==> src/base64_stream_encoder_defines.svh <==
// Assertion macros shared by the encoder modules.
// Each macro expects clk and rst_n in the scope where it is used.
`ifndef BASE64_STREAM_ENCODER_DEFINES_SVH
`define BASE64_STREAM_ENCODER_DEFINES_SVH

`ifndef SYNTH

`define B64E_ASSERT_IMP(lbl, ante, cons) \
    lbl: assert property (@(posedge clk) disable iff (!rst_n) (ante) |-> (cons)) \
        else $error("assertion failed");

`define B64E_ASSERT_NXT(lbl, ante, cons) \
    lbl: assert property (@(posedge clk) disable iff (!rst_n) (ante) |=> (cons)) \
        else $error("assertion failed");

`else

`define B64E_ASSERT_IMP(lbl, ante, cons)

`define B64E_ASSERT_NXT(lbl, ante, cons)

`endif

`endif

==> src/b64e_pkg.sv <==
package b64e_pkg;

    localparam int QUEUE_DEPTH = 2;
    localparam int QPTR_W      = (QUEUE_DEPTH > 1) ? $clog2(QUEUE_DEPTH) : 1;
    localparam int QCNT_W      = $clog2(QUEUE_DEPTH + 1);

    localparam logic [6:0] PAD_CHAR = 7'h3D;
    localparam logic [1:0] LAST_IDX = 2'd3;

    localparam logic [1:0] PAD_NONE = 2'd0;
    localparam logic [1:0] PAD_ONE  = 2'd1;
    localparam logic [1:0] PAD_TWO  = 2'd2;

    typedef struct packed {
        logic [7:0] data_byte;
        logic       final_byte;
    } byte_word_t;

    typedef struct packed {
        logic [6:0] ascii_char;
        logic       group_end;
        logic       message_end;
    } char_word_t;

    // one 24-bit group on its way from the front to the back
    typedef struct packed {
        logic [23:0] bits;
        logic [1:0]  pad;
        logic        fin;
    } grp_t;

    typedef struct packed {
        logic push;
        grp_t grp;
    } grp_push_t;

    function automatic logic [6:0] sym_char(input logic [5:0] v);
        logic [6:0] c;
        if (v < 6'd26)
            c = 7'h41 + {1'b0, v};
        else if (v < 6'd52)
            c = 7'h61 + {1'b0, v} - 7'd26;
        else if (v < 6'd62)
            c = 7'h30 + {1'b0, v} - 7'd52;
        else if (v == 6'd62)
            c = 7'h2B;
        else
            c = 7'h2F;
        return c;
    endfunction

endpackage

==> src/b64e_front.sv <==
module b64e_front
    import b64e_pkg::*;
(
    input  logic       clk,
    input  logic       rst_n,
    input  logic       byte_valid,
    output logic       byte_stall,
    input  byte_word_t byte_data,
    input  logic       q_full,
    output grp_push_t  q_wr
);

    logic [15:0] pending_reg, pending_next;
    logic [1:0]  phase_reg, phase_next;
    logic        accept;
    logic        emit;
    logic [1:0]  phase;

    assign byte_stall = q_full;
    assign accept     = byte_valid && !q_full;
    // phase three never occurs; treat it as an empty group
    assign phase      = (phase_reg == 2'd3) ? 2'd0 : phase_reg;
    assign emit       = (phase == 2'd2) || byte_data.final_byte;

    always_comb
    begin
        pending_next = pending_reg;
        phase_next   = phase_reg;
        q_wr.push    = accept && emit;
        q_wr.grp.fin = byte_data.final_byte;
        q_wr.grp.bits = {pending_reg, byte_data.data_byte};
        q_wr.grp.pad  = PAD_NONE;
        unique case (phase)
            2'd0:
            begin
                q_wr.grp.bits = {byte_data.data_byte, 16'h0000};
                q_wr.grp.pad  = PAD_TWO;
            end
            2'd1:
            begin
                q_wr.grp.bits = {pending_reg[15:8], byte_data.data_byte, 8'h00};
                q_wr.grp.pad  = PAD_ONE;
            end
            default:
            begin
                q_wr.grp.bits = {pending_reg, byte_data.data_byte};
                q_wr.grp.pad  = PAD_NONE;
            end
        endcase
        if (accept)
        begin
            if (emit)
            begin
                pending_next = 16'h0000;
                phase_next   = 2'd0;
            end
            else if (phase == 2'd0)
            begin
                pending_next = {byte_data.data_byte, 8'h00};
                phase_next   = 2'd1;
            end
            else
            begin
                pending_next = {pending_reg[15:8], byte_data.data_byte};
                phase_next   = 2'd2;
            end
        end
    end

    always_ff @(posedge clk or negedge rst_n)
    begin
        if (!rst_n)
        begin
            pending_reg <= 16'h0000;
            phase_reg   <= 2'd0;
        end
        else
        begin
            pending_reg <= pending_next;
            phase_reg   <= phase_next;
        end
    end

endmodule

==> src/b64e_fifo.sv <==
`include "base64_stream_encoder_defines.svh"

module b64e_fifo
    import b64e_pkg::*;
(
    input  logic      clk,
    input  logic      rst_n,
    input  grp_push_t wr,
    output logic      full,
    output logic      empty,
    input  logic      pop,
    output grp_t      rd_grp
);

    grp_t              mem [QUEUE_DEPTH];
    logic [QPTR_W-1:0] wr_ptr_reg, wr_ptr_next;
    logic [QPTR_W-1:0] rd_ptr_reg, rd_ptr_next;
    logic [QCNT_W-1:0] count_reg, count_next;

    assign full   = (count_reg == QCNT_W'(QUEUE_DEPTH));
    assign empty  = (count_reg == '0);
    assign rd_grp = mem[rd_ptr_reg];

    always_comb
    begin
        wr_ptr_next = wr_ptr_reg;
        rd_ptr_next = rd_ptr_reg;
        count_next  = count_reg;
        if (wr.push)
            wr_ptr_next = (wr_ptr_reg == QPTR_W'(QUEUE_DEPTH - 1)) ? '0 : wr_ptr_reg + 1'b1;
        if (pop)
            rd_ptr_next = (rd_ptr_reg == QPTR_W'(QUEUE_DEPTH - 1)) ? '0 : rd_ptr_reg + 1'b1;
        if (wr.push && !pop)
            count_next = count_reg + 1'b1;
        else if (pop && !wr.push)
            count_next = count_reg - 1'b1;
    end

    always_ff @(posedge clk)
    begin
        if (wr.push)
            mem[wr_ptr_reg] <= wr.grp;
    end

    always_ff @(posedge clk or negedge rst_n)
    begin
        if (!rst_n)
        begin
            wr_ptr_reg <= '0;
            rd_ptr_reg <= '0;
            count_reg  <= '0;
        end
        else
        begin
            wr_ptr_reg <= wr_ptr_next;
            rd_ptr_reg <= rd_ptr_next;
            count_reg  <= count_next;
        end
    end

    `B64E_ASSERT_IMP(a_no_overflow, wr.push, !full)
    `B64E_ASSERT_IMP(a_no_underflow, pop, !empty)
    `B64E_ASSERT_NXT(a_push_only_fills, wr.push && !pop, !empty)

endmodule

==> src/b64e_back.sv <==
`include "base64_stream_encoder_defines.svh"

module b64e_back
    import b64e_pkg::*;
(
    input  logic       clk,
    input  logic       rst_n,
    input  logic       q_empty,
    output logic       q_pop,
    input  grp_t       q_grp,
    output logic       char_valid,
    input  logic       char_stall,
    output char_word_t char_data
);

    grp_t       grp_reg;
    logic [1:0] idx_reg, idx_next;
    logic       busy_reg, busy_next;
    logic       last;
    logic       load;
    logic [5:0] sextet;
    logic       is_pad;

    assign last  = (idx_reg == LAST_IDX);
    assign load  = !q_empty && (!busy_reg || (last && !char_stall));
    assign q_pop = load;

    always_comb
    begin
        idx_next  = idx_reg;
        busy_next = busy_reg;
        if (load)
        begin
            idx_next  = 2'd0;
            busy_next = 1'b1;
        end
        else if (busy_reg && !char_stall)
        begin
            idx_next = idx_reg + 1'b1;
            if (last)
                busy_next = 1'b0;
        end
    end

    always_ff @(posedge clk or negedge rst_n)
    begin
        if (!rst_n)
        begin
            idx_reg  <= 2'd0;
            busy_reg <= 1'b0;
        end
        else
        begin
            idx_reg  <= idx_next;
            busy_reg <= busy_next;
        end
    end

    always_ff @(posedge clk)
    begin
        if (load)
            grp_reg <= q_grp;
    end

    always_comb
    begin
        case (idx_reg)
            2'd0:    sextet = grp_reg.bits[23:18];
            2'd1:    sextet = grp_reg.bits[17:12];
            2'd2:    sextet = grp_reg.bits[11:6];
            default: sextet = grp_reg.bits[5:0];
        endcase
    end

    // trailing pad slots: char index counted from the end is below the pad count
    assign is_pad = ((~idx_reg) < grp_reg.pad);

    assign char_valid            = busy_reg;
    assign char_data.ascii_char  = is_pad ? PAD_CHAR : sym_char(sextet);
    assign char_data.group_end   = last;
    assign char_data.message_end = last && grp_reg.fin;

    `B64E_ASSERT_IMP(a_msg_end_on_group_end, char_valid && char_data.message_end,
                     char_data.group_end)
    `B64E_ASSERT_IMP(a_pad_only_at_tail, char_valid && is_pad, idx_reg[1])
    `B64E_ASSERT_NXT(a_stall_holds_char, char_valid && char_stall,
                     char_valid && $stable(idx_reg))

endmodule

==> src/base64_stream_encoder.sv <==
// Base64 encoder (standard alphabet, '=' padding) taking one byte per word and emitting one
// ASCII character per word. Bytes are grouped in threes; a completed group, or the byte
// flagged final_byte, queues a group that the output side spells out as four characters,
// one per cycle while char_stall is low, with group_end on the fourth and message_end on
// the fourth of the last group. Input bytes are taken every cycle while the two-entry group
// queue has room, so the sustained rate is set by the output side, which spells out four
// characters per group, be it three bytes or the lone byte of a one-byte message. A closed
// group passes through the group queue and the group register before its first character.
module base64_stream_encoder
    import b64e_pkg::*;
(
    input  logic       clk,
    input  logic       rst_n,
    input  logic       byte_valid,
    output logic       byte_stall,
    input  byte_word_t byte_data,
    output logic       char_valid,
    input  logic       char_stall,
    output char_word_t char_data
);

    grp_push_t q_wr;
    logic      q_full;
    logic      q_empty;
    logic      q_pop;
    grp_t      q_grp;

    b64e_front u_front (
        .clk        (clk),
        .rst_n      (rst_n),
        .byte_valid (byte_valid),
        .byte_stall (byte_stall),
        .byte_data  (byte_data),
        .q_full     (q_full),
        .q_wr       (q_wr)
    );

    b64e_fifo u_fifo (
        .clk    (clk),
        .rst_n  (rst_n),
        .wr     (q_wr),
        .full   (q_full),
        .empty  (q_empty),
        .pop    (q_pop),
        .rd_grp (q_grp)
    );

    b64e_back u_back (
        .clk        (clk),
        .rst_n      (rst_n),
        .q_empty    (q_empty),
        .q_pop      (q_pop),
        .q_grp      (q_grp),
        .char_valid (char_valid),
        .char_stall (char_stall),
        .char_data  (char_data)
    );

endmodule
==> config.mk <==
export PLATFORM = sky130hd
export DESIGN_NAME = base64_stream_encoder
export DESIGN_NICKNAME = d
export VERILOG_FILES = /design/src/b64e_pkg.sv /design/src/b64e_front.sv /design/src/b64e_fifo.sv /design/src/b64e_back.sv /design/src/base64_stream_encoder.sv
export VERILOG_INCLUDE_DIRS = /design/src /design/src/src
export SDC_FILE = /design/constraint.sdc
export NUM_CORES = 1
export LEC_CHECK = 0
export BUFFER_PORTS_ARGS = -buffer_cell sky130_fd_sc_hd__buf_2
export CELL_PAD_IN_SITES_DETAIL_PLACEMENT = 0
export CELL_PAD_IN_SITES_GLOBAL_PLACEMENT = 1
export CORE_UTILIZATION = 25
export CTS_CLUSTER_SIZE = 8
export DETAILED_ROUTE_END_ITERATION = 8
export GPL_ROUTABILITY_DRIVEN = 0
export PLACE_DENSITY = 0.46
export REMOVE_ABC_BUFFERS = 1
export SETUP_SLACK_MARGIN = 0.05
export SKIP_CTS_REPAIR_TIMING = 1
export SLEW_MARGIN = 10
export SYNTH_ARGS = -nofsm -noshare
export SYNTH_HDL_FRONTEND = slang
export SYNTH_HIERARCHICAL = 1
export SYNTH_SLANG_ARGS = --single-unit
==> constraint.sdc <==
create_clock -name clk -period 4 [get_ports clk]
set_input_delay 0.4 -clock clk [delete_from_list [all_inputs] [get_ports clk]]
set_output_delay 0.4 -clock clk [all_outputs]
set_load 0.005 [all_outputs]
==> flow_summary.toml, run 1 <==
[grt]
grt.total_usage_pct = 10.4
grt_max_degree = 34
grt_pass1_wl_um = 15800
grt_pass1_vias = 2690
overflow = 0
antenna_found_initial = 0

[synth]
synth_ff_type = "edfxtp_1"
synth_mux_area_share_pct = 8.69
ys_ff_latch = 106
yosys_warnings = 6
synth_compound_area_share_pct = 11.9
synth-simple-area-share_pct = 9.77
synth_fa_ha_area_share_pct = 3.01
synth_edf_count = 81
synth_top_cell_by_area = "edfxtp_1"
seq_area_frac_synth_pct = 61.4
yosysTopAreaCellShare_pct = 48.8
synth_xor_area_share_pct = 0.879
synth_cell_types = 56
synthTopCellsByArea = "edfxtp_1 49%, dfrtp_1 13%, mux2_4 6.0%, ha_1 3.0%, nand2_1 2.6%"
synth_top_family_by_area = "compound AO/OA/AOI/OAI gates"
avgSynthCellArea_um2 = 13.8
syn_inst = 360
syn-cell-area_um2 = 4980
async_flop_share_pct = 23.6

[layout]
largest_register_ffs = 54
layout-drive-gt1-share_pct = 24.8
insertedDiodeCount = 0
final_cell_mix = "81 x edfxtp_1, 35 x nand2_1, 25 x dfrtp_1"
mostFrequentLayoutCell = "edfxtp_1"
nNetsFinal = 403
synthToLayoutAreaGrowth_pct = 12.6

[power_and_ir_drop]
p_int_mw = 2.82
p_seq_share_pct = 38.5
power.density_nw_per_um2 = 767
swShare_pct = 34.5
p_sw_mw = 1.48
power_leakage_nw = 2.08
pwr-share-clk_pct = 20.8
pwr-share-comb_pct = 40.7
peakVddDrop_mv = 0.205

[setup_path]
critPathArrivalTime_ps = 3170
max_stage_delay_ps = 450
cp-end-kind = "output pin"
timing_worst_setup_path_type = "reg2out"
crit_chain = "inv_1 -> ha_1 -> a222oi_1 -> mux2_4 -> inv_2 -> ha_1 -> a21oi_4 -> nand2_2 -> or4_1 -> and3_1 -> buf_2"
cp_max_fo = 12
critPathMostFrequentCell = "ha_1"
critPathRequiredTime_ps = 3600
cpMaxStageDelayCell = "or4_1"
start_kind = "flip-flop"

[die]
core_um2 = 19500
start_util_pct = 25.5
dieHeight_um = 143
ios = 24
rows = 51
die_w_um = 143
floorplan.die_area_um2 = 20500

[run]
maxCapViolCount = 0

[clocking]
clk_path_buf_depth = 2
cts-buffers-inserted = 9
htree_levels = 3
cts_tree = "yes"
cts_sinks = 106
cts_root_buffer = "clkbuf_16"
clock_latency_ps = 340
clkSlewWorstSetupHoldPaths_ps = 70

[routing]
routed_via_density = 4.27
postRouteAntennaNets = 0
drt_pass1_iterations = 4
remaining_drc_errors = 0
vias = 2764
wl_per_cell_um = 15.3
totalWireLength_um = 9900
first_iter_violations = 144

[timing]
setup_violations = 0
worst_pin_slew_ps = 871
period_share_pct = 89.3
rsz0062_at_grt = "no"
fmax_mhz = 280
final.setup.tns_ps = 0
whs_ps = 78.9
drv_slew = 0
finClkSkew_ps = 9.88
slew_headroom_pct = 41.8
hold_viol_final = 0
period_needed_ps = 3570

[placed_design]
port_buffers = 23
dpl.hpwl_um = 7110

[status]
status = "completed"

[hold_path]
hold_class = "in2async"
## cells by family after synthesis
group,count (synthesis)
multiplexers,32
AO/OA/AOI/OAI,81
flip-flops,106
buffers and inverters,34
adder cells (fa/ha/maj),12
XOR/XNOR,5
AND/OR/NAND/NOR,90
## metal layers
layer  vias to the layer above  track usage [%]  part of all wire [%]
li1                       1388                -                     -
met1                      1322             14.0                    49
met2                        43             16.5                    47
met3                        11             1.37                   2.4
met4                         0             5.26                   1.3
met5                         -                0                     0
## critical path, delay by kind of cell (launching register included)
family | cells | cell delay (ps)
adder cells (fa/ha/maj) | 2 | 560
buffers and inverters | 3 | 310
AO/OA/AOI/OAI | 2 | 620
multiplexers | 1 | 240
AND/OR/NAND/NOR | 3 | 700
flip-flops | 1 | 400
## power by group through the flow
stage	logic [mW]	registers [mW]	clock network, mW
final	1.75	1.66	0.896
after global routing	1.94	1.68	0.973
after CTS	1.78	1.66	0.929
after detailed placement	1.77	1.68	0
after global placement	1.77	1.68	0
after floorplan	1.24	1.70	0
## through the flow
step / instances / instance area (um^2) / power [mW] / setup WS [ps] / util (%)
after floorplan: 339 / 4810 / 2.93 / 843 / -
after global placement: 632 / 5300 / 3.45 / 895 / 27.2
after detailed placement: 632 / 5300 / 3.45 / 805 / 27.2
after CTS: 648 / 5610 / 4.37 / 434 / 28.7
after global routing: 648 / 5610 / 4.60 / 289 / 28.7
final: 648 / 5610 / 4.30 / 430 / 28.7
## Yosys cell counts, types with 2 or more instances
library cell and count:
and2b_2 2, inv_2 2, a21o_1 2, mux2_2 10, o21ai_2 6, clkbuf_1 4, xor2_1 4, o211ai_1 2
buf_12 2, nor2_1 7, mux2i_1 2, dfrtp_1 25, o211a_1 2, nand3_1 4, a22o_1 11, nor4b_1 7
o21ai_0 18, buf_4 5, or3_1 2, buf_2 6, o21ai_1 3, and2_1 10, a21oi_1 13, buf_6 4
a311oi_1 2, and3_1 2, a21oi_2 4, a22oi_1 2, inv_1 11, a222oi_1 6, edfxtp_1 81, mux2_4 20
nand2_1 35, nor2b_1 9, nand4_1 3, ha_1 12
## path summary, 6_finish.rpt
path | from | end | slack [ps] | cells after the start
worst min register to register | u_front/pending_reg[7]$_DFFE_PN0P_ | u_front/pending_reg[7]$_DFFE_PN0P_ | 480 | 2
worst max-delay path | u_back/idx_reg[1]$_DFFE_PN0P_ | char_data[4] | 430 | 11
min in group clk | byte_data[5] | u_front/pending_reg[4]$_DFFE_PN0P_ | 350 | 3
worst max register to register | u_fifo/count_reg[1]$_DFFE_PN0P_ | u_fifo/mem[0][11]$_DFFE_PP_ | 1470 | 5
worst min-delay path | rst_n | u_front/pending_reg[8]$_DFFE_PN0P_ | 80 | 1
max in group asynchronous | rst_n | u_back/idx_reg[0]$_DFFE_PN0P_ | 3500 | 1
## cell type report
| class | count | area (um^2) |
|---|---|---|
| tap | 265 | 332 |
| fill | 2023 | 13900 |
| inverter | 13 | 48.8 |
| clock inverter | 2 | 33.8 |
| multi-input combinational | 220 | 1710 |
| timing repair buffer | 28 | 153 |
| sequential | 106 | 3060 |
| clock buffer | 14 | 274 |
(Power assumes the default switching activity.)
==> inputs of run 2 (changes only) <==
--- a/config.mk
+++ b/config.mk
@@ -13,7 +13,7 @@
 export CTS_CLUSTER_SIZE = 8
 export DETAILED_ROUTE_END_ITERATION = 8
 export GPL_ROUTABILITY_DRIVEN = 0
-export PLACE_DENSITY = 0.46
+export PLACE_DENSITY = 0.53
 export REMOVE_ABC_BUFFERS = 1
 export SETUP_SLACK_MARGIN = 0.05
 export SKIP_CTS_REPAIR_TIMING = 1
==> run 2 against run 1 <==
  * Critical path depth did not move
  * Final cell count did not move
  * Largest cell class unchanged
  * Highest routed layer unchanged
  * Non-clock buffer count did not move
  * Sequential share of layout area rose by 0.18 points
==> flow_summary.toml, run 2 (synthesized netlist as in run 1, its figures left out) <==
[status]
status = "completed"

[setup_path]
max_stage_delay_ps = 450
start_kind = "flip-flop"
cpMaxStageDelayCell = "or4_1"
timing_worst_setup_path_type = "reg2out"
critPathMostFrequentCell = "ha_1"
critPathArrivalTime_ps = 3120
critPathRequiredTime_ps = 3600
path_buf_inv = 3
cp-end-kind = "output pin"
crit_chain = "inv_1 -> ha_1 -> a222oi_1 -> mux2_4 -> inv_2 -> ha_1 -> a21oi_4 -> nand2_2 -> or4_1 -> and3_1 -> buf_2"
critPathTopFamily = "simple AND/OR/NAND/NOR gates"
cp_max_fo = 12

[die]
dieHeight_um = 143
die_w_um = 143
floorplan.die_area_um2 = 20500
core_um2 = 19500
ios = 24
rows = 51
start_util_pct = 25.5

[layout]
synthToLayoutAreaGrowth_pct = 12.3
multiInputGateArea_um2 = 1710
mostFrequentLayoutCell = "edfxtp_1"
largest_register_ffs = 54
layout-drive-gt1-share_pct = 24.8
fin_area_um2 = 5590
fillers = 2037
final_cell_mix = "81 x edfxtp_1, 35 x nand2_1, 25 x dfrtp_1"
final-seq-area_um2 = 3060
nNetsFinal = 403
insertedDiodeCount = 0

[clocking]
cts_tree = "yes"
cts_sinks = 106
clkSlewWorstSetupHoldPaths_ps = 70
cts_root_buffer = "clkbuf_16"
cts-buffers-inserted = 9
clk_path_buf_depth = 2
clock_latency_ps = 350
htree_levels = 3

[timing]
drv_slew = 0
fin_ws_ps = 476
finClkSkew_ps = 12.3
whs_ps = 60.2
rsz0062_at_grt = "no"
slew_headroom_pct = 43.4
worst_pin_slew_ps = 847
final.setup.tns_ps = 0
setup_violations = 0
period_share_pct = 88.1
period_needed_ps = 3520
fmax_mhz = 284
hold_viol_final = 0

[power_and_ir_drop]
power.density_nw_per_um2 = 759
power_leakage_nw = 2.06
peakVddDrop_mv = 0.219

[routing]
first_iter_violations = 101
vias = 2775
totalWireLength_um = 9470
dr_wl_met3_um = 313
postRouteAntennaNets = 0
remaining_drc_errors = 0
wl_per_cell_um = 14.6
routed.top_layer = "met4"
met1Wirelength_um = 4560
wl_met2_um = 4390
drt_pass1_iterations = 5
routed_via_density = 4.28

[run]
maxCapViolCount = 0

[grt]
overflow = 0
grt_pass1_wl_um = 14800
grt_pass1_vias = 2670
grt_max_degree = 35
grt.total_usage_pct = 9.78
antenna_found_initial = 0

[hold_path]
hold_class = "in2async"

[placed_design]
port_buffers = 23
placed_cell_area_um2 = 5300
dpl.hpwl_um = 6800
place_ws_ps = 844
==> run 2: cell types whose count changed in the layout (fill, tap and decap cells not counted) <==
cell / before / now
clkinvlp_4: 0 / 3
clkbuf_8: 3 / 0
==> run 2: metrics by stage <==
stage | std cells | util (%) | total power [mW]
CTS | 648 | 28.6 | 4.30
floorplan | 339 | - | 2.93
finish | 648 | 28.6 | 4.24
global placement | 632 | 27.2 | 3.42
detailed placement | 632 | 27.2 | 3.43
global route | 648 | 28.6 | 4.54
==> run 2: final timing paths <==
kind	from	end	cells after the start	slack, ps
worst max-delay path	u_back/idx_reg[0]$_DFFE_PN0P_	char_data[4]	11	480
worst min-delay path	rst_n	u_front/pending_reg[7]$_DFFE_PN0P_	1	60
worst max register to register	u_fifo/count_reg[1]$_DFFE_PN0P_	u_fifo/mem[0][13]$_DFFE_PP_	5	1470
worst min register to register	u_front/pending_reg[1]$_DFFE_PN0P_	u_front/pending_reg[1]$_DFFE_PN0P_	2	480
max in group asynchronous	rst_n	u_back/idx_reg[0]$_DFFE_PN0P_	1	3520
min in group clk	byte_data[8]	u_front/pending_reg[7]$_DFFE_PN0P_	3	340
==> run 2: layer usage <==
layer,vias up,global-route usage (%)
li1,1377,-
met1,1331,13.2
met2,55,15.1
met3,12,1.34
met4,0,5.32
met5,-,0
==> run 2: final cells by class <==
class / instances / area share, %
flip-flops and latches: 106 / 54.7
repair buffers: 28 / 2.73
well taps: 265 / 5.93
clock buffers: 11 / 4.16
inverters: 13 / 0.872
multi-input cells: 220 / 30.6
clock inverters: 5 / 1.01
==> run 2: power by group <==
group / switching (mW) / total, mW / internal [mW]
logic: 0.995 / 1.74 / 0.743
registers: 0.111 / 1.65 / 1.54
clock network: 0.370 / 0.853 / 0.483
total: 1.48 / 4.24 / 2.77
==> run 2: worst reg2reg max path, stage by stage, from the launching register on <==
cell,delay [ps]
dfrtp_1,400
nor2b_1,190
nand2b_1,530
nor2_1,510
nor2b_2,210
buf_4,350
